### config.mk
export PLATFORM = sky130hd
export DESIGN_NAME = descriptor_command_splitter_core
export DESIGN_NICKNAME = d
export VERILOG_FILES = /design/src/rtl/dcs_pkg.sv /design/src/rtl/dcs_parser.sv /design/src/rtl/descriptor_command_splitter_core.sv
export SDC_FILE = /design/constraint.sdc
export NUM_CORES = 1
export LEC_CHECK = 0
export BUFFER_PORTS_ARGS = -buffer_cell sky130_fd_sc_hd__buf_2
export CORE_ASPECT_RATIO = 0.8
export CORE_MARGIN = 2
export CORE_UTILIZATION = 35
export CTS_BUF_LIST = sky130_fd_sc_hd__clkbuf_8
export DETAILED_ROUTE_END_ITERATION = 8
export SYNTH_ARGS = -nofsm -noshare
export SYNTH_HDL_FRONTEND = slang
export SYNTH_SLANG_ARGS = --single-unit
### constraint.sdc
create_clock -name clk_i -period 13.8 [get_ports clk_i]
set_input_delay 4.14 -clock clk_i [delete_from_list [all_inputs] [get_ports clk_i]]
set_output_delay 4.14 -clock clk_i [all_outputs]
set_load 0.05 [all_outputs]
### src/rtl/dcs_pkg.sv
package dcs_pkg;

  localparam int unsigned LineBits   = 16;
  localparam int unsigned StartLineW = 16;
  localparam logic [LineBits-1:0] LineMax = {LineBits{1'b1}};

  localparam int unsigned QueueDepth = 3;
  localparam int unsigned QPtrW      = $clog2(QueueDepth);
  localparam int unsigned QCntW      = $clog2(QueueDepth + 1);

  localparam logic       ModeData  = 1'b0;
  localparam logic       ModeFlush = 1'b1;

  localparam logic [1:0] SepModeReset = 2'd1;

  localparam logic [7:0] ChHash  = 8'h23;
  localparam logic [7:0] ChSemi  = 8'h3b;
  localparam logic [7:0] ChCr    = 8'h0d;
  localparam logic [7:0] ChLf    = 8'h0a;
  localparam logic [7:0] ChBsl   = 8'h5c;
  localparam logic [7:0] ChTab   = 8'h09;
  localparam logic [7:0] ChSpace = 8'h20;
  localparam logic [7:0] ChSq    = 8'h27;
  localparam logic [7:0] ChDq    = 8'h22;

  typedef enum logic {
    KindChar = 1'b0,
    KindEnd  = 1'b1
  } kind_e;

  typedef struct packed {
    logic                skip_comment;
    logic                at_line_start;
    logic                in_single_quote;
    logic                in_double_quote;
    logic                escape_pending;
    logic                line_indented;
    logic                command_nonempty;
    logic [LineBits-1:0] newline_count;
    logic [LineBits-1:0] command_line;
  } state_t;

  typedef struct packed {
    kind_e                 kind;
    logic [7:0]            char_value;
    logic [StartLineW-1:0] start_line;
    logic                  last;
  } result_t;

  localparam state_t StateReset = '{
    skip_comment:     1'b0,
    at_line_start:    1'b1,
    in_single_quote:  1'b0,
    in_double_quote:  1'b0,
    escape_pending:   1'b0,
    line_indented:    1'b0,
    command_nonempty: 1'b0,
    newline_count:    '0,
    command_line:     '0
  };

endpackage

### src/rtl/dcs_parser.sv
module dcs_parser (
  input  dcs_pkg::state_t        state_i,
  input  logic [1:0]             sep_mode_i,
  input  logic                   mode_i,
  input  logic [7:0]             byte_i,
  output dcs_pkg::state_t        state_o,
  output logic [1:0]             count_o,
  output dcs_pkg::result_t [1:0] res_o
);

  function automatic dcs_pkg::state_t clear_flags(dcs_pkg::state_t s);
    dcs_pkg::state_t r;
    r                 = s;
    r.skip_comment    = 1'b0;
    r.at_line_start   = 1'b1;
    r.in_single_quote = 1'b0;
    r.in_double_quote = 1'b0;
    r.escape_pending  = 1'b0;
    r.line_indented   = 1'b0;
    return r;
  endfunction

  function automatic dcs_pkg::result_t mk_res(dcs_pkg::kind_e k, logic [7:0] ch,
                                              logic [dcs_pkg::LineBits-1:0] line);
    dcs_pkg::result_t r;
    r.kind       = k;
    r.char_value = ch;
    r.start_line = dcs_pkg::StartLineW'(line);
    r.last       = 1'b0;
    return r;
  endfunction

  always_comb begin
    dcs_pkg::state_t        s;
    dcs_pkg::result_t [1:0] res;
    logic [1:0]             n;
    logic                   blank;
    logic                   is_lf;
    logic                   e_bs;
    logic                   e_ch;

    s     = state_i;
    res   = '0;
    n     = 2'd0;
    e_bs  = 1'b0;
    e_ch  = 1'b0;
    blank = (byte_i == dcs_pkg::ChSpace) || (byte_i == dcs_pkg::ChTab);
    is_lf = (byte_i == dcs_pkg::ChLf);

    if (mode_i == dcs_pkg::ModeFlush) begin
      if (s.command_nonempty) begin
        res[0] = mk_res(dcs_pkg::KindEnd, 8'd0, s.command_line);
        n      = 2'd1;
      end
      s = dcs_pkg::StateReset;
    end else if (byte_i != dcs_pkg::ChCr) begin
      if (is_lf && (s.newline_count != dcs_pkg::LineMax)) begin
        s.newline_count = s.newline_count + 1'b1;
      end
      if (blank && s.at_line_start) begin
        s.line_indented = 1'b1;
      end
      if (!s.at_line_start || (!blank && !is_lf)) begin
        if (s.at_line_start) begin
          if (sep_mode_i[1] && !s.line_indented && s.command_nonempty) begin
            res[n[0]]          = mk_res(dcs_pkg::KindEnd, 8'd0, s.command_line);
            n                  = n + 2'd1;
            s.command_nonempty = 1'b0;
            s                  = clear_flags(s);
          end
          if (byte_i == dcs_pkg::ChHash) begin
            s.skip_comment = 1'b1;
          end
          s.at_line_start = 1'b0;
        end
        if (is_lf) begin
          s.line_indented = 1'b0;
          s.at_line_start = 1'b1;
        end
        if (is_lf && s.skip_comment) begin
          s.skip_comment = 1'b0;
        end else if (!s.skip_comment) begin
          if ((byte_i == dcs_pkg::ChBsl) && (s.in_single_quote || s.in_double_quote)
              && !s.escape_pending) begin
            s.escape_pending = 1'b1;
          end else begin
            if ((byte_i == dcs_pkg::ChSq) && !s.in_double_quote && !s.escape_pending) begin
              s.in_single_quote = !s.in_single_quote;
            end
            if ((byte_i == dcs_pkg::ChDq) && !s.in_single_quote && !s.escape_pending) begin
              s.in_double_quote = !s.in_double_quote;
            end
            if ((byte_i == dcs_pkg::ChSemi) && sep_mode_i[0] && !s.in_single_quote
                && !s.in_double_quote) begin
              if (s.command_nonempty) begin
                res[n[0]] = mk_res(dcs_pkg::KindEnd, 8'd0, s.command_line);
                n         = n + 2'd1;
              end
              s.command_nonempty = 1'b0;
              s                  = clear_flags(s);
            end else begin
              e_bs             = s.escape_pending;
              e_ch             = 1'b1;
              s.escape_pending = 1'b0;
            end
          end
        end
      end
    end

    if (e_ch && !s.command_nonempty) begin
      s.command_line     = (s.newline_count == dcs_pkg::LineMax) ? dcs_pkg::LineMax
                                                                 : s.newline_count + 1'b1;
      s.command_nonempty = 1'b1;
    end
    if (e_bs) begin
      res[n[0]] = mk_res(dcs_pkg::KindChar, dcs_pkg::ChBsl, s.command_line);
      n         = n + 2'd1;
    end
    if (e_ch) begin
      res[n[0]] = mk_res(dcs_pkg::KindChar, byte_i, s.command_line);
      n         = n + 2'd1;
    end

    if (n == 2'd1) begin
      res[0].last = 1'b1;
    end else if (n == 2'd2) begin
      res[1].last = 1'b1;
    end

    state_o = s;
    count_o = n;
    res_o   = res;
  end

endmodule

### src/rtl/descriptor_command_splitter_core.sv
// Splits a descriptor byte stream into command texts: one byte is taken per cycle into an
// input register, its flag and line-counter update is worked out while it is held there and its
// zero to two results go into a three-entry output queue that delivers one result per cycle
// while stall_i is low. A new byte is taken every cycle while the queue has room for the
// results of the byte held; bytes that yield two results (escaped characters, a break on a
// non-indented line) can stall the input while the output drains one result per cycle.
// A byte's results pass the input register and the output queue before they are presented.
// cfg_data_i sets the separator mode (bit 0: unquoted ';' ends a command, bit 1: a
// non-indented line ends a command) and must be written only while no item is in flight.
module descriptor_command_splitter_core (
  input  logic        clk_i,
  input  logic        rst_ni,
  input  logic        cfg_we_i,
  input  logic [1:0]  cfg_data_i,
  input  logic        valid_i,
  output logic        stall_o,
  input  logic        mode_i,
  input  logic [7:0]  byte_value_i,
  output logic        valid_o,
  input  logic        stall_i,
  output logic        kind_o,
  output logic [7:0]  char_value_o,
  output logic [15:0] start_line_o,
  output logic        last_o
);

  function automatic logic [dcs_pkg::QPtrW-1:0] ptr_inc(logic [dcs_pkg::QPtrW-1:0] p);
    return (p == dcs_pkg::QPtrW'(dcs_pkg::QueueDepth - 1)) ? '0 : p + 1'b1;
  endfunction

  logic [1:0]             sep_mode_q;
  logic                   in_v_q;
  logic                   in_mode_q;
  logic [7:0]             in_byte_q;
  dcs_pkg::state_t        st_q, st_d;
  logic [1:0]             n_res;
  dcs_pkg::result_t [1:0] res;

  dcs_pkg::result_t            q_mem [dcs_pkg::QueueDepth];
  logic [dcs_pkg::QPtrW-1:0]   rd_q, rd_d, wr_q, wr_d;
  logic [dcs_pkg::QCntW-1:0]   cnt_q, cnt_d;
  logic [dcs_pkg::QCntW-1:0]   q_free;
  logic                        adv;
  logic                        pop;

  dcs_parser u_parser (
    .state_i    (st_q),
    .sep_mode_i (sep_mode_q),
    .mode_i     (in_mode_q),
    .byte_i     (in_byte_q),
    .state_o    (st_d),
    .count_o    (n_res),
    .res_o      (res)
  );

  assign q_free  = dcs_pkg::QCntW'(dcs_pkg::QueueDepth) - cnt_q;
  assign adv     = in_v_q && (dcs_pkg::QCntW'(n_res) <= q_free);
  assign stall_o = in_v_q && !adv;
  assign valid_o = (cnt_q != '0);
  assign pop     = valid_o && !stall_i;

  always_comb begin
    wr_d = wr_q;
    if (adv && (n_res == 2'd1)) begin
      wr_d = ptr_inc(wr_q);
    end else if (adv && (n_res == 2'd2)) begin
      wr_d = ptr_inc(ptr_inc(wr_q));
    end
    rd_d  = pop ? ptr_inc(rd_q) : rd_q;
    cnt_d = cnt_q + (adv ? dcs_pkg::QCntW'(n_res) : '0) - dcs_pkg::QCntW'(pop);
  end

  always_ff @(posedge clk_i or negedge rst_ni) begin
    if (!rst_ni) begin
      sep_mode_q <= dcs_pkg::SepModeReset;
      in_v_q     <= 1'b0;
      st_q       <= dcs_pkg::StateReset;
      rd_q       <= '0;
      wr_q       <= '0;
      cnt_q      <= '0;
    end else begin
      if (cfg_we_i) begin
        sep_mode_q <= cfg_data_i;
      end
      if (!stall_o) begin
        in_v_q <= valid_i;
      end
      if (adv) begin
        st_q <= st_d;
      end
      rd_q  <= rd_d;
      wr_q  <= wr_d;
      cnt_q <= cnt_d;
    end
  end

  always_ff @(posedge clk_i) begin
    if (valid_i && !stall_o) begin
      in_mode_q <= mode_i;
      in_byte_q <= byte_value_i;
    end
    if (adv && (n_res != 2'd0)) begin
      q_mem[wr_q] <= res[0];
    end
    if (adv && (n_res == 2'd2)) begin
      q_mem[ptr_inc(wr_q)] <= res[1];
    end
  end

  assign kind_o       = q_mem[rd_q].kind;
  assign char_value_o = q_mem[rd_q].char_value;
  assign start_line_o = q_mem[rd_q].start_line;
  assign last_o       = q_mem[rd_q].last;

  a_cnt_bound: assert property (@(posedge clk_i) disable iff (!rst_ni)
    cnt_q <= dcs_pkg::QCntW'(dcs_pkg::QueueDepth))
    else $error("output queue overfilled");

  a_res_shown: assert property (@(posedge clk_i) disable iff (!rst_ni)
    (adv && (n_res != 2'd0)) |=> valid_o)
    else $error("result pushed but not presented");

  a_flush_clears: assert property (@(posedge clk_i) disable iff (!rst_ni)
    (adv && (in_mode_q == dcs_pkg::ModeFlush)) |=>
      (!st_q.command_nonempty && (st_q.newline_count == '0) && st_q.at_line_start))
    else $error("end of stream did not reset state");

  a_state_hold: assert property (@(posedge clk_i) disable iff (!rst_ni)
    !adv |=> $stable(st_q))
    else $error("state changed without an item");

endmodule
; ---- Word-level counts from Yosys, hierarchy flattened
; Memories as Yosys holds them, arrays and structs flattened.
; Index checks and enable logic that the tools add are counted.
[word_totals]
reg_bits = 57
inputBits = 16
memories = 1
word_cells = 209
output_inout_bits = 28
ram_bits = 78
[op_classes]
n_mux = 109
n_addsub = 11
n_lt_le_gt_ge = 7
reduce_logical = 49
eq_ne = 16
[mem_list]
columns = memory, depth, width, read_ports, rd_ports_with_merged_regs, wr, line_no
row1 = q_mem, 3, 26, 1, 0, 2, descriptor_command_splitter_core.sv:39  ; dcs_pkg::result_t q_mem [dcs_pkg::QueueDepth];
[op_table]
columns = op, count
row1 = two-way mux 52 bit, 9
row2 = two-way mux 39 bit, 9
row3 = two-way mux 26 bit, 11
row4 = bitwise mux 52 bit, 3
row5 = demux 26 bit (select 1 bit), 3
row6 = two-way mux 34 bit, 2
row7 = two-way mux 16 bit, 3
row8 = two-way mux 1 bit, 46
row9 = == test 8 x 6 -> 1 bit (second input constant), 5
row10 = two-way mux 2 bit, 20
row11 = two-way mux 38 bit, 1
row12 = adder 16 x 1 -> 16 bit (second input constant), 2
row13 = logical AND 1 bit, 26
row14 = == test 16 bit (second input constant), 1
row15 = == test 8 x 4 -> 1 bit (second input constant), 2
row16 = inequality test 16 bit (second input constant), 1
row17 = logical NOT 1 bit, 13
row18 = adder 2 x 1 -> 2 bit (second input constant), 6
row19 = nonzero test 2 bit, 5
row20 = == test 2 bit (second input constant), 4
row21 = == test 8 x 7 -> 1 bit (second input constant), 1
row22 = inequality test 8 x 4 -> 1 bit (second input constant), 1
row23 = < comparator 1 x 2 -> 1 bit (second input constant), 3
row24 = two-way mux 4 bit, 1
row25 = 10 further kinds, 14

; ---- Longest topological paths before layout
; Gate-level depths: netlist of run 1.
[logic_depth]
ltp_word = 54
ltp_mapped = 28

; ---- Modules after synthesis
; A second synthesis of run 1 with hierarchy kept.
[unflattened]
cells_unflattened = 813
hier_area_um2 = 8747.1
[by_module_without_submodules]
columns = module, cells_per_inst, instances, area_per_inst_um2
row1 = descriptor_command_splitter_core, 405, 1, 6209.7
row2 = dcs_parser, 408, 1, 2537.4

; ---- Worst setup path after synthesis of run 1
; Ideal clock, no wire load.
[synth_timing]
path_kind = flip-flop to output port
start = reg in_byte_q[4]
end = out stall_o
t_arrival_ns = 4.024
stages_incl_launch_ff = 19
path_slack_ns = 5.636
t_required_ns = 9.660
cell_sequence = edfxtp_1 -> clkbuf_1 -> nor4_1 -> a22o_1 -> nor2_2 -> clkinv_1 -> nand2b_1 -> nand2_1 -> nor2_1 -> a21oi_1 -> o21ai_0 -> ha_1 -> clkbuf_1 -> o21ai_0 -> a21oi_1 -> ha_1 -> nor2b_1 -> o211ai_1 -> inv_1
[synth_between]
elab_chain_cells = 51
elab_cells_between_ends = 93
[synth_lines]
columns = item, line_no
row1 = "start, declared", descriptor_command_splitter_core.sv:34  ; logic [7:0] in_byte_q;
row2 = "start signal, assigned", descriptor_command_splitter_core.sv:100  ; in_byte_q <= byte_value_i;
row3 = == test 8 x 6 -> 1 bit or == test 8 x 4 -> 1 bit (tied branches), dcs_parser.sv:47  ; blank = (byte_i == dcs_pkg::ChSpace) || (byte_i == dcs_pkg::ChTab);
row4 = logical OR 1 bit, dcs_parser.sv:47
row5 = logical AND 1 bit, dcs_parser.sv:60  ; if (blank && s.at_line_start) begin
row6 = two-way mux 1 bit, dcs_parser.sv:60
row7 = two-way mux 1 bit, dcs_parser.sv:56  ; end else if (byte_i != dcs_pkg::ChCr) begin
row8 = two-way mux 1 bit, dcs_parser.sv:50  ; if (mode_i == dcs_pkg::ModeFlush) begin
row9 = logical NOT 1 bit, dcs_parser.sv:65  ; if (sep_mode_i[1] && !s.line_indented && s.command_nonempty) begin
row10 = logical AND 1 bit (2 in a row), dcs_parser.sv:65
row11 = (+34 left out), -
row12 = adder 2 x 1 -> 2 bit, dcs_parser.sv:118  ; n = n + 2'd1;
row13 = two-way mux 2 bit, dcs_parser.sv:116  ; if (e_bs) begin
row14 = adder 2 x 1 -> 2 bit, dcs_parser.sv:122  ; n = n + 2'd1;
row15 = two-way mux 2 bit *, dcs_parser.sv:120  ; if (e_ch) begin
row16 = <= comparator 2 bit *, descriptor_command_splitter_core.sv:57  ; assign adv = in_v_q && (dcs_pkg::QCntW'(n_res) <= q_free);
row17 = logical AND 1 bit *, descriptor_command_splitter_core.sv:57
row18 = logical NOT 1 bit *, descriptor_command_splitter_core.sv:58  ; assign stall_o = in_v_q && !adv;
row19 = logical AND 1 bit *, descriptor_command_splitter_core.sv:58
row20 = "end, declared", descriptor_command_splitter_core.sv:16  ; output logic stall_o,
; Mark *: on every way between the ends. The rest lies on a longest branch, timed or not. The select of a mux whose other input is x is not followed.

; ---- Worst setup path in the final report of run 1
[layout_timing]
start = reg in_byte_q[5]
end = out stall_o
; The elaborated chain is that of the path after synthesis.

==> results.json, run 1 <==
{
  "outcome": "complete, no violations",
  "fin_crit_ps": 9751,
  "die-width_um": 173.4,
  "path_clk_slew_ps": 80,
  "synth-seq-area-share": 0.4747,
  "clkSinkCount": 135,
  "clock-root-buffer": "clkbuf_8",
  "dpl.hpwl_mm": 15.74,
  "worstPathMaxFanout": 13,
  "post_cts_buffers": 0,
  "fmax_mhz": 102.6,
  "grt_overflow_total": 0,
  "clk_latency_ps": 470,
  "avgSynthCellArea_um2": 9.721,
  "diodes": 0,
  "syn-cell-area_um2": 8039,
  "htreeDepth": 4,
  "routedWlPerCell_um": 18.90,
  "synth_edf_count": 87,
  "power.leakage_nw": 3.321,
  "grt_pass1_wl_mm": 35.34,
  "synthFlopType": "edfxtp_1",
  "holdBufCountCts": 0,
  "worstSetupStartpointType": "register",
  "syn_nets": 853,
  "ant_nets": 0,
  "required_ps": 9660,
  "io_pins": 44,
  "finalWirelength_mm": 22.24,
  "drive_above_1_share": 0.1401,
  "antenna_found_initial": 0,
  "fin_skew_ps": 16.06,
  "dieHeight_um": 139.6,
  "clock_path_buffers": 2,
  "ys_ff_latch": 135,
  "final_cell_mix": "122 x nand2_1, 87 x o21ai_0, 87 x edfxtp_1",
  "ys_types": 76,
  "cts_tree": "yes",
  "power.density_nw_per_um2": 212.0,
  "cap_viol_max_count": 0,
  "grt_pass1_vias": 6016,
  "finalSetupViolCount": 0,
  "slew_headroom": 0.3201,
  "vias": 6557,
  "worst_slew_pin_slew_ps": 1007,
  "power_mw": 1.903,
  "hp-class": "register to register",
  "cp-end-kind": "output port",
  "gr-usage-all-layers": 0.1886,
  "yosys_warnings": 0,
  "cts-buffers-inserted": 17,
  "initial_core_util": 0.3573,
  "async_flop_share": 0.3556,
  "first_pass_iters": 5,
  "fp-row-count": 49,
  "syn-instance-count": 827,
  "viasPerCell": 5.571,
  "min_period_over_period": 0.7066,
  "area_growth_pct": 11.66,
  "first_iter_violations": 746,
  "fin_setup_tns_ps": 0,
  "layout_commonest_cell": "nand2_1",
  "cp.arrival_ps": 5610,
  "rsz0062_at_grt": "false",
  "core_um2": 22500,
  "grt_max_degree": 55,
  "slew_violations": 0,
  "worstSetupPathType": "register to output port",
  "gp_congestion": 0.9059,
  "nNetsFinal": 884,
  "port_buffers": 43,
  "ctsResizeCount": 0,
  "dieArea_um2": 24200,
  "vdd_drop_max_mv": 0.1247,
  "drc": 0,
  "final_hold_viol_count": 0
}
cell usage after synthesis, drive strengths merged, types with 8 or more instances:
cell type,number,area (µm²)
a21boi,9,67.56
a21oi,40,207.7
a22o,28,245.2
a32o,13,130.1
and2,22,137.6
and3,10,62.56
and4,9,78.83
buf,8,46.30
clkbuf,36,135.1
dfrtp,46,1151
edfxtp,87,2613
ha,10,125.1
inv,27,101.4
mux2i,31,310.3
nand2,122,457.9
nand3,22,110.1
nand4,10,62.56
nor2,43,166.4
nor3,17,101.4
nor4,9,75.08
o21ai,96,480.5
o31ai,8,60.06
xnor2,11,96.34
worst max-delay path, cell delays in order, from the launching register on:
cell and delay, ps:
edfxtp_1 550, nor4b_1 230, a22o_1 300, nor2_2 360
clkinv_1 360, nand2b_1 340, nand2_1 220, nor2_1 360
a21oi_1 120, o21ai_0 290, ha_1 420, o21ai_0 150
a21oi_1 420, ha_1 330, nor2b_1 140, o211ai_1 280
inv_1 70, buf_2 210
state kept, by name, summed over array words and instances, names as in the netlist:
register	cells
cnt_q	2
wr_q	2
in_mode_q	1
sep_mode_q	2
in_byte_q	8
in_v_q	1
st_q	39
rd_q	2
q_mem	78
path summary, 6_finish.rpt:
| check | from | end | slack [ps] | cells after the start |
|---|---|---|---|---|
| max reg2reg | in_byte_q[5]$_DFFE_PP_ | q_mem[0][20]$_DFFE_PP_ | 6390 | 23 |
| min | rd_q[0]$_DFFE_PN0P_ | rd_q[1]$_DFFE_PN0P_ | 530 | 2 |
| max | in_byte_q[5]$_DFFE_PP_ | stall_o | 4050 | 17 |
| min in group asynchronous | rst_ni | st_q[35]$_DFFE_PN0P_ | 3790 | 2 |
| max in group asynchronous | rst_ni | rd_q[0]$_DFFE_PN0P_ | 9510 | 2 |
| min reg2reg | rd_q[0]$_DFFE_PN0P_ | rd_q[1]$_DFFE_PN0P_ | 530 | 2 |
power by group:
part           leakage [nW]  switching, mW  internal, mW
combinational          1.67          0.704         0.237
clock                 0.197          0.174         0.161
sequential             1.45         0.0554         0.570
total                  3.32          0.934         0.969
per-stage QoR:
stage	hold WS (ps)	setup slack [ps]	utilization	area [µm²]	instances
detailed placement	509.4	4685	0.3816	8587	1145
finish	525.1	4049	0.3989	8976	1177
floorplan	472.6	5636	-	8039	827
global placement	489.6	4868	0.3816	8587	1145
global route	548.5	3562	0.3989	8976	1177
CTS	528.6	4127	0.3989	8976	1177
cell families (layout without fill, tap and decap cells):
group                      count (synthesis)  count (layout)  synth area share
AOI/OAI and AO/OA                        249             249            0.2107
xor gates and xnor gates                  16              16           0.01743
muxes                                     38              38           0.04841
DFF                                      135             135            0.4747
buffers and inverters                     72             116           0.03564
adders and majority gates                 10              10           0.01556
and+or+nand+nor                          307             307            0.1975
routing by layer:
layer / track usage / part of all wire / vias up
li1: - / - / 3159
met1: 0.3056 / 0.52 / 3156
met2: 0.2478 / 0.39 / 226
met3: 0.04016 / 0.072 / 16
met4: 0.04817 / 0.011 / 0
met5: 0 / 0 / -
area by class of cell:
| class | count | area [µm²] |
|---|---|---|
| Tap cell | 306 | 382.9 |
| Sequential cell | 135 | 3816 |
| Fill cell | 2236 | 13520 |
| Inverter | 28 | 105.1 |
| Clock inverter | 15 | 155.1 |
| Timing Repair Buffer | 56 | 312.8 |
| Clock buffer | 17 | 234.0 |
| Multi-Input combinational cell | 620 | 3970 |
(Power assumes the default switching activity.)
==> inputs of run 2 (changes only) <==
==> constraint.sdc (replaced) <==
create_clock -name clk_i -period 7.8 [get_ports clk_i]
set_input_delay 2.34 -clock clk_i [delete_from_list [all_inputs] [get_ports clk_i]]
set_output_delay 2.34 -clock clk_i [all_outputs]
set_load 0.05 [all_outputs]
==> run 2 against run 1 <==
Against the previous run:
- clock skew grew 2.5 ps
- register-to-register slack lost 5200 ps
- via count is 0.67% lower
- die area stayed put
- worst setup slack got worse by 3700 ps
- clock power rose by 89%
- critical path type unchanged
==> results.json, run 2 (same netlist as run 1, synthesis figures left out) <==
{
  "post_cts_buffers": 0,
  "rr_worst_depth": 22,
  "vdd_drop_max_mv": 0.1777,
  "gp_congestion": 0.9705,
  "area_growth_pct": 12.39,
  "critPathTopFamily": "simple AND/OR/NAND/NOR gates",
  "worstPathMaxFanout": 13,
  "fp-row-count": 49,
  "fin_setup_tns_ps": 0,
  "drc": 0,
  "grt_overflow_total": 0,
  "slew_violations": 0,
  "cap_viol_max_count": 0,
  "initial_core_util": 0.3573,
  "finalSetupViolCount": 0,
  "vias": 6513,
  "cp_common_cell": "o21ai_0",
  "power.density_nw_per_um2": 375.8,
  "gr-usage-all-layers": 0.1843,
  "grt_max_degree": 53,
  "power.leakage_nw": 3.339,
  "slew_headroom": 0.3087,
  "core_um2": 22500,
  "layout_commonest_cell": "nand2_1",
  "io_pins": 44,
  "cpPeakStageDelay_ps": 570,
  "ant_nets": 0,
  "crit_buf_inv": 3,
  "worst_slew_pin_slew_ps": 1024,
  "post-route-util": 0.4015,
  "clk_latency_ps": 460,
  "fill_cells": 2221,
  "final_hold_viol_count": 0,
  "clock_path_buffers": 2,
  "reg2reg_from": "in_byte_q[5]$_DFFE_PP_",
  "fmax_mhz": 134.7,
  "worstSetupStartpointType": "register",
  "outcome": "complete, no violations",
  "grt_pass1_wl_mm": 35.02,
  "largest_registers": "q_mem (78), st_q (39), in_byte_q (8)",
  "largest_reg_flops": 78,
  "min-delay-start": "rd_q[1]$_DFFE_PN0P_",
  "dieHeight_um": 139.6,
  "fin_crit_ps": 7426,
  "cp_slowest_cell": "edfxtp_1",
  "worstHoldPathCells": 2,
  "nNetsFinal": 884,
  "finalWirelength_mm": 21.44,
  "viasPerCell": 5.534,
  "reg2reg_to": "q_mem[1][16]$_DFFE_PP_",
  "cp-end-kind": "output port",
  "cts-buffers-inserted": 17,
  "die-width_um": 173.4,
  "path_clk_slew_ps": 90,
  "final_cell_mix": "122 x nand2_1, 87 x o21ai_0, 87 x edfxtp_1",
  "clock-root-buffer": "clkbuf_8",
  "whs_endpoint": "rd_q[1]$_DFFE_PN0P_",
  "cp.arrival_ps": 5090,
  "dpl.hpwl_mm": 15.43,
  "port_buffers": 43,
  "worstPathCellList": "nor4b_1 > a22o_1 > nor2_4 > clkinvlp_4 > nand2b_1 > nand2_1 > nor2_2 > a21oi_1 > o21ai_0 > ha_2 > o21ai_0 > a21oi_2 > ha_1 > nor2b_1 > o211ai_1 > inv_1 > buf_2",
  "dieArea_um2": 24200,
  "htreeDepth": 4,
  "antenna_found_initial": 0,
  "fin_skew_ps": 18.55,
  "routedWlPerCell_um": 18.21,
  "first_pass_iters": 5,
  "first_iter_violations": 742,
  "clkSinkCount": 135,
  "r2r_slack_ps": 1180,
  "min_period_over_period": 0.9521,
  "largest-register": "q_mem",
  "cts_tree": "yes",
  "required_ps": 5460,
  "hp-class": "register to register",
  "drive_above_1_share": 0.1470,
  "power_mw": 3.396,
  "diodes": 0,
  "grt_pass1_vias": 6023,
  "worstSetupPathType": "register to output port"
}
[run 2: worst register-to-register path, cell delays in order, from the launching register on]
cell and delay [ps]:
edfxtp_1 570, nor4b_1 240, a22o_1 310, nor2_4 260, clkinvlp_4 250, nand2b_1 290, nand2_1 220, nor2_2 290
a21oi_1 100, o21ai_0 310, ha_2 360, o21ai_0 150, a21oi_2 310, ha_1 300, nor2b_1 140, o21ai_0 180
and2_1 230, and3_1 280, and3_1 270, o21ai_1 340, and2_1 400, o21bai_1 300, a32o_1 280
[run 2: final cells by class]
cell class	instances	area, µm²	share of cell area
clock buffer	17	234.0	0.02590
clock inverter	15	190.2	0.02105
inverter	28	108.9	0.01205
multi-input combinational	620	3990	0.4416
sequential	135	3816	0.4224
tap	306	382.9	0.04238
timing repair buffer	56	312.8	0.03462
[run 2: power breakdown]
group | internal, mW | total, mW | switching, mW
clock network | 0.325 | 0.635 | 0.309
logic | 0.422 | 1.65 | 1.23
registers | 1.01 | 1.11 | 0.100
[run 2: metal layers]
layer  vias up  share of wire  GRT usage
met1      3071           0.53     0.2981
met4         0         0.0096    0.04505
met3        20          0.068    0.03825
met5         -              0          0
met2       258           0.39     0.2444
li1       3164              -          -
[run 2: metrics by stage]
step | setup slack (ps) | area [µm²] | std cells | hold WS [ps]
after CTS | 46.14 | 9011 | 1177 | 527.0
after global routing | -6.112 | 9035 | 1177 | 571.8
final | 373.9 | 9035 | 1177 | 527.7
after detailed placement | 591.5 | 8587 | 1145 | 508.0
after floorplan | 811.6 | 8039 | 827 | 472.6
after global placement | 738.9 | 8587 | 1145 | 489.6
[run 2: worst max-delay path by stage]
stage	end	from	depth (start not counted)	slack, ps
global route	stall_o	in_byte_q[5]$_DFFE_PP_	17	-6
CTS	stall_o	in_byte_q[5]$_DFFE_PP_	17	50
finish	stall_o	in_byte_q[5]$_DFFE_PP_	17	370
detailed placement	stall_o	in_byte_q[5]$_DFFE_PP_	17	590
global placement	stall_o	in_byte_q[5]$_DFFE_PP_	17	740
floorplan	q_mem[0][0]$_DFFE_PP_	in_byte_q[4]$_DFFE_PP_	22	810
[run 2: timing repair]
item	4_1_cts	5_1_grt
gates resized for setup	0	6
endpoints found under the setup margin	0	1
hold buffers	0	0
==> inputs of run 3 (changes only) <==
--- a/config.mk
+++ b/config.mk
@@ -8,9 +8,10 @@
 export BUFFER_PORTS_ARGS = -buffer_cell sky130_fd_sc_hd__buf_2
 export CORE_ASPECT_RATIO = 0.8
 export CORE_MARGIN = 2
-export CORE_UTILIZATION = 35
-export CTS_BUF_LIST = sky130_fd_sc_hd__clkbuf_8
+export CORE_UTILIZATION = 56
+export CTS_BUF_LIST = sky130_fd_sc_hd__clkbuf_16
 export DETAILED_ROUTE_END_ITERATION = 8
+export PLACE_DENSITY = 0.77
 export SYNTH_ARGS = -nofsm -noshare
 export SYNTH_HDL_FRONTEND = slang
 export SYNTH_SLANG_ARGS = --single-unit
==> run 3 against run 2 <==
Against the previous run:
- critical path type unchanged
- total power grew 4.4%
- worst setup slack gained 90 ps
- via count grew 5.1%
- register-to-register slack lost 20 ps
- critical endpoint unchanged
- wire length grew 2.7%
==> results.json, run 3 (same netlist as run 1, synthesis figures left out) <==
{
  "largest_registers": "q_mem (78), st_q (39), in_byte_q (8)",
  "power.density_nw_per_um2": 393.5,
  "fin_setup_tns_ps": 0,
  "first_iter_violations": 898,
  "endpoint": "stall_o",
  "clock_path_buffers": 2,
  "worst_slew_pin_slew_ps": 1048,
  "r2r_slack_ps": 1160,
  "fmax_mhz": 136.3,
  "post-route-util": 0.6365,
  "clock-root-buffer": "clkbuf_16",
  "largest-register": "q_mem",
  "grt_pass1_vias": 6449,
  "drive_above_1_share": 0.1414,
  "cts_tree": "yes",
  "worstSetupStartpointType": "register",
  "cts-buffers-inserted": 17,
  "clk_latency_ps": 430,
  "viasPerCell": 6.495,
  "worstPathMaxFanout": 10,
  "drc": 0,
  "gp_congestion": 0.9779,
  "htreeDepth": 4,
  "cp.arrival_ps": 5000,
  "ant_nets": 0,
  "grt_pass1_wl_mm": 34.96,
  "largest_reg_flops": 78,
  "grt_max_degree": 55,
  "path_clk_slew_ps": 60,
  "dpl.hpwl_mm": 15.25,
  "io_pins": 44,
  "fin_crit_ps": 7336,
  "slew_violations": 0,
  "routedWlPerCell_um": 20.88,
  "hp-class": "register to register",
  "slew_headroom": 0.2987,
  "vdd_drop_max_mv": 0.4583,
  "power.leakage_nw": 3.399,
  "grt_overflow_total": 0,
  "postPlaceCellArea_um2": 8434,
  "rsz0062_at_grt": "false",
  "dieHeight_um": 111.2,
  "vias": 6846,
  "dieArea_um2": 15340,
  "ctsResizeCount": 0,
  "area_growth_pct": 12.05,
  "initial_core_util": 0.5681,
  "rr_worst_depth": 18,
  "instances_no_fill": 1054,
  "worstSetupPathType": "register to output port",
  "port_buffers": 43,
  "reg2reg_to": "q_mem[2][25]$_DFFE_PP_",
  "layout_commonest_cell": "nand2_1",
  "clkSinkCount": 135,
  "diodes": 0,
  "outcome": "complete, no violations",
  "fin_skew_ps": 5.977,
  "antenna_found_initial": 0,
  "power_mw": 3.544,
  "required_ps": 5460,
  "first_pass_iters": 6,
  "fin_area_um2": 9007,
  "finalWirelength_mm": 22.01,
  "core_um2": 14150,
  "startpoint": "in_byte_q[4]$_DFFE_PP_",
  "final_cell_mix": "122 x nand2_1, 87 x o21ai_0, 87 x edfxtp_1",
  "fill_cells": 1146,
  "holdBufCountCts": 0,
  "post_cts_buffers": 0,
  "reg2reg_from": "in_byte_q[4]$_DFFE_PP_",
  "finalSetupViolCount": 0,
  "gr-usage-all-layers": 0.2990,
  "nNetsFinal": 883,
  "cap_viol_max_count": 0,
  "final_hold_viol_count": 0,
  "min_period_over_period": 0.9405,
  "cp-end-kind": "output port",
  "fp-row-count": 39,
  "dp.cells": 1022,
  "worstHoldPathCells": 1,
  "die-width_um": 138.0
}
## run 3: power breakdown
group	switching (mW)	internal (mW)	total, mW	leakage, nW
sequential	0.104	1.01	1.12	1.45
combinational	1.25	0.420	1.67	1.67
clock	0.321	0.439	0.760	0.278
total	1.67	1.87	3.54	3.40
## run 3: worst max-delay path: stages (launching register included)
cell and delay, ps:
edfxtp_1 530, nor4_2 490, nand4_1 220, o21ai_0 310, nand2b_1 300, nand2_1 230
nor2_2 280, a21oi_1 100, o21ai_0 260, ha_1 410, o21ai_0 180, a21oi_2 290
ha_1 300, nor2b_1 150, o211ai_1 240, inv_1 60, buf_2 210
## run 3: through the flow
stage	hold slack, ps	worst slack [ps]
CTS	529.2	64.21
global placement	487.6	764.4
global route	547.9	64.83
floorplan	472.6	811.6
detailed placement	520.0	521.0
finish	530.5	464.1
## run 3: routing by layer
metal,track usage,up-vias,part of all wire
li1,-,3170,-
met2,0.4178,339,0.43
met5,0,-,0
met4,0.08639,0,0.017
met1,0.4640,3300,0.48
met3,0.06493,37,0.083
## run 3: worst min-delay path by stage
stage	startpoint	endpoint	slack (ps)
global placement	sep_mode_q[1]$_DFFE_PN0P_	sep_mode_q[1]$_DFFE_PN0P_	490
CTS	st_q[12]$_DFFE_PN0P_	st_q[12]$_DFFE_PN0P_	530
detailed placement	st_q[12]$_DFFE_PN0P_	st_q[12]$_DFFE_PN0P_	520
global route	st_q[12]$_DFFE_PN0P_	st_q[12]$_DFFE_PN0P_	550
floorplan	sep_mode_q[1]$_DFFE_PN0P_	sep_mode_q[1]$_DFFE_PN0P_	470
finish	sep_mode_q[1]$_DFFE_PN0P_	sep_mode_q[1]$_DFFE_PN0P_	530
## run 3: cell type report
cell class	count	area (µm²)	area share
sequential	135	3816	0.4237
tap	184	230.2	0.02556
multi-input combinational	620	3995	0.4435
clock buffer	17	425.4	0.04723
inverter	28	105.1	0.01167
clock inverter	15	130.1	0.01445
timing repair buffer	55	305.3	0.03389
